**config.mk**
```make
export PLATFORM = sky130hd
export DESIGN_NAME = kts_divider
export DESIGN_NICKNAME = d
export VERILOG_FILES = /design/src/hw/rtl/kts_divider.sv
export SDC_FILE = /design/constraint.sdc
export NUM_CORES = 1
export LEC_CHECK = 0
export BUFFER_PORTS_ARGS = -buffer_cell sky130_fd_sc_hd__buf_2
export CAP_MARGIN = 20
export CORE_ASPECT_RATIO = 1.25
export CORE_UTILIZATION = 53
export CTS_CLUSTER_SIZE = 8
export DETAILED_ROUTE_END_ITERATION = 8
export PLACE_DENSITY_LB_ADDON = 0.05
export SETUP_SLACK_MARGIN = 0.15
export SLEW_MARGIN = 20
export SYNTH_ARGS = -nofsm -noshare
export SYNTH_HDL_FRONTEND = slang
export SYNTH_SLANG_ARGS = --single-unit
```
**constraint.sdc**
```tcl
create_clock -name clk_i -period 3.1 [get_ports clk_i]
set_input_delay 0.155 -clock clk_i [delete_from_list [all_inputs] [get_ports clk_i]]
set_output_delay 0.155 -clock clk_i [all_outputs]
set_load 0.05 [all_outputs]
```
**src/hw/rtl/kts_divider.sv**
```systemverilog
// Serial restoring signed divider, one quotient bit per cycle, truncating toward zero.
`default_nettype none
module kts_divider (
  input  wire logic               clk_i,
  input  wire logic               rst_ni,
  input  wire logic               start_i,
  input  wire logic signed [48:0] num_i,
  input  wire logic signed [32:0] den_i,
  output logic                    done_o,
  output logic signed [49:0]      quot_o
);

  logic        busy_q, busy_d;
  logic [5:0]  cnt_q, cnt_d;
  logic [48:0] dvd_q, dvd_d;
  logic [32:0] dvs_q, dvs_d;
  logic [32:0] rem_q, rem_d;
  logic        neg_q, neg_d;
  logic        done_q, done_d;
  logic [33:0] sh;
  logic        fits;

  assign sh   = {rem_q, dvd_q[48]};
  assign fits = sh >= {1'b0, dvs_q};

  always_comb begin
    busy_d = busy_q;
    cnt_d  = cnt_q;
    dvd_d  = dvd_q;
    dvs_d  = dvs_q;
    rem_d  = rem_q;
    neg_d  = neg_q;
    done_d = 1'b0;
    if (start_i) begin
      busy_d = 1'b1;
      cnt_d  = 6'd0;
      dvd_d  = num_i[48] ? (~num_i + 49'd1) : num_i;
      dvs_d  = den_i[32] ? (~den_i + 33'd1) : den_i;
      rem_d  = 33'd0;
      neg_d  = num_i[48] ^ den_i[32];
    end else if (busy_q) begin
      // shift in one dividend bit, subtract when the divisor fits
      rem_d = fits ? 33'(sh - {1'b0, dvs_q}) : sh[32:0];
      dvd_d = {dvd_q[47:0], fits};
      cnt_d = cnt_q + 6'd1;
      if (cnt_q == 6'd48) begin
        busy_d = 1'b0;
        done_d = 1'b1;
      end
    end
  end

  always_ff @(posedge clk_i or negedge rst_ni) begin
    if (!rst_ni) begin
      busy_q <= 1'b0;
      done_q <= 1'b0;
      cnt_q  <= 6'd0;
    end else begin
      busy_q <= busy_d;
      done_q <= done_d;
      cnt_q  <= cnt_d;
    end
  end

  always_ff @(posedge clk_i) begin
    dvd_q <= dvd_d;
    dvs_q <= dvs_d;
    rem_q <= rem_d;
    neg_q <= neg_d;
  end

  assign done_o = done_q;
  assign quot_o = neg_q ? -$signed({1'b0, dvd_q}) : $signed({1'b0, dvd_q});

endmodule
`default_nettype wire

```
==> run summary <==
CTS tree = done
Initial DRC Count = 622
P_sw = 2.38 mW
Pre-antenna DRT Iters = 5
Synth Flop Type = edfxtp_1
Pleak = 5.45 nW
Hold Vio Cnt, Final = 0
Slew Viols, Final = 0
Die Wd = 121 µm
RSZ-0062 raised after global routing = true
Starting Density = 54.0%
CTS clk-pin slew, worst paths = 60 ps
Design Area, Final = 13400 µm²
die footprint = 18300 µm²
crit path from = dvd_q[16]$_DFFE_PP_
grt ovf = 0
H-tree Lvls = 4
height of the die = 151 µm
nets = 1472
clk sinks = 124
reg2reg start = dvd_q[48]$_DFFE_PP_
Clk pwr share = 31.1%
Seq pwr share = 31.3%
Net Sw Frac = 35.2%
Post-Route WL = 28.5 mm
Crit path required time = 2940 ps
total CTS buffers = 17
Cell Pwr Density = 503 nW/µm²
failing checks = negative setup slack
final core area utilization = 77.1%
Fillers = 1209
hold path startpoint = den_i[0]
I/O pin count = 136
sequential fraction of the synthesis area = 35.6%
Detailed Place HPWL = 18.8 mm
DP Area = 11200 µm²
placed cell count = 1495
share of flip-flops with an asynchronous set or reset = 6.45%
synth warn = 0
Max transition margin = 54.6%
share of the synthesized area in the top cell type = 26.5%
overall power = 6.76 mW
core area = 17400 µm²
most frequent cell after synthesis = nand2_1
synth unique cells = 66
number of max-cap violations = 0
syn_area_per_cell = 8.53 µm²
peak fanout along the critical path = 5
worst slew pin tran = 681 ps
worst path arrival time = 3430 ps
Post-synth EDFFs = 83
crit share post-route = 116%
hold slack = 23.6 ps
Area growth, synth to finish = 42.8%
Clock Tree Buf Depth = 2
fraction of layout cells with a size suffix above 1 = 34.3%
row cnt = 54
hold crit path type = in -> reg
Syn Inst Count = 1103
routability cong. = 0.922
global-route wire length before repair = 42.8 mm
top cells by count, synth = nand2_1, nor2_1, xnor2_1, edfxtp_1, a21oi_1
Setup crit end kind = output pin
Gate power share = 37.6%
Post-Synthesis Cell Area = 9410 µm²
DP Worst Slack = -202 ps
Final Setup Violations = 58
via/cell ratio = 5.97
Setup Crit Path Kind = reg -> out
GRT Util Overall = 30.2%
port bufs = 135
outcome = finished with violations
root buffer selected by CTS = clkbuf_16
area leader, netlist = edfxtp_1
peak supply drop = 0.341 mV
Non-Filler Instances = 1585
initial antenna violation count = 0
synthesized flop and latch total = 124
CP Launch Type = flop
synth top area cells = edfxtp_1, xnor2_1, dfxtp_1
min Tclk post-route = 3590 ps
pin count of the biggest net entering global routing = 57
WL/cell = 18.0 µm
Syn Nets = 1227
Clock Latency Late Sink = 420 ps
clk_skew = 7.44 ps
ANT cells = 0
DR vias = 9460
post-route setup TNS = -10960 ps
Pint = 4.38 mW
worst setup margin = -489 ps
antenna-violating nets left = 0
drc violations = 0
number of global-route vias before repair = 8756
fmax = 279 MHz
==> worst paths after layout <==
| check | slack (ps) | cells past startpoint | endpoint |
|---|---|---|---|
| max | -490 | 9 | quot_o[43] |
| min | 20 | 1 | dvs_q[0]$_DFFE_PP_ |
| max reg2reg | -210 | 16 | rem_q[7]$_SDFFE_PP0P_ |
| min reg2reg | 480 | 2 | rem_q[15]$_SDFFE_PP0P_ |
| max in group asynchronous | 2830 | 2 | cnt_q[1]$_DFFE_PN0P_ |
| min in group asynchronous | 100 | 2 | cnt_q[3]$_DFFE_PN0P_ |
==> sequential cells by signal, indices dropped and copies added, names as in the netlist <==
register,cells
busy_q,1
cnt_q,6
done_o,1
dvd_q,49
dvs_q,33
neg_q,1
rem_q,33
==> cells in the final DEF, fill, tap and decap left out, drive strengths merged, types with 5 or more instances in the layout <==
cell type / n
nor3: 23
ha: 38
a211oi: 7
mux2: 5
buf: 282
clkbuf: 26
o41ai: 17
nand2: 120
nand4b: 5
dfrtp: 8
or3: 27
inv: 54
a311oi: 21
xor2: 53
o211ai: 5
nor2: 108
or2: 12
or4: 14
xnor2: 100
edfxtp: 83
o21ai: 58
a21oi: 82
nand3: 25
mux2i: 10
nor4: 15
dfxtp: 33
a21o: 6
o31ai: 38
nand4: 9
nand2b: 10
a31oi: 9
==> layout make-up <==
cell class / count / area [µm²] / area share, %
clock buffer: 24 / 472 / 3.51
tap: 224 / 280 / 2.09
multi-input combinational: 866 / 6670 / 49.7
clock inverter: 8 / 141 / 1.05
timing repair buffer: 285 / 2320 / 17.2
inverter: 54 / 205 / 1.53
sequential: 124 / 3350 / 24.9
==> worst max-delay path, cell delays in order, from the launching register on <==
cell and delay (ps):
edfxtp_1 380, or3_4 400, or3_4 340, or3_4 340, or4_4 530, or2_4 280, buf_8 150, o31ai_4 260
xnor2_2 150, buf_6 180
==> routing by layer <==
metal  vias to the layer above  track usage, %  part of all wire [%]
met2                       362            54.5                    52
met1                      4512            35.4                    39
li1                       4504               -                     -
met5                         -               0                     0
met4                         0            14.1                   4.0
met3                        82            4.03                   4.8
==> repair_timing <==
item                                   CTS  global route
setup buffers                           35            14
endpoints found under the hold margin    8             0
gates cloned                             6             1
hold buffers                             1             0
setup endpoints to repair               68            71
pin swaps                               55            53
resized for setup                      167           104
==> logic make-up after synthesis <==
logic type / count (synthesis) / share of synthesized area [%]
buffers and inverters: 113 / 4.65
flip-flops: 124 / 35.6
AO/OA/AOI/OAI: 275 / 19.1
AND/OR/NAND/NOR: 384 / 19.5
adder cells (fa/ha/maj): 39 / 5.27
multiplexers: 15 / 1.66
XOR/XNOR: 153 / 14.2
==> power by group through the flow <==
stage | Combinational, mW | Sequential (mW) | Clock [mW]
finish | 2.54 | 2.12 | 2.10
global route | 2.69 | 2.13 | 2.19
CTS | 2.36 | 2.11 | 2.12
detailed placement | 2.04 | 2.12 | 0
global placement | 2.02 | 2.12 | 0
floorplan | 1.45 | 2.11 | 0
No activity file was read; power rests on OpenSTA's default activity.
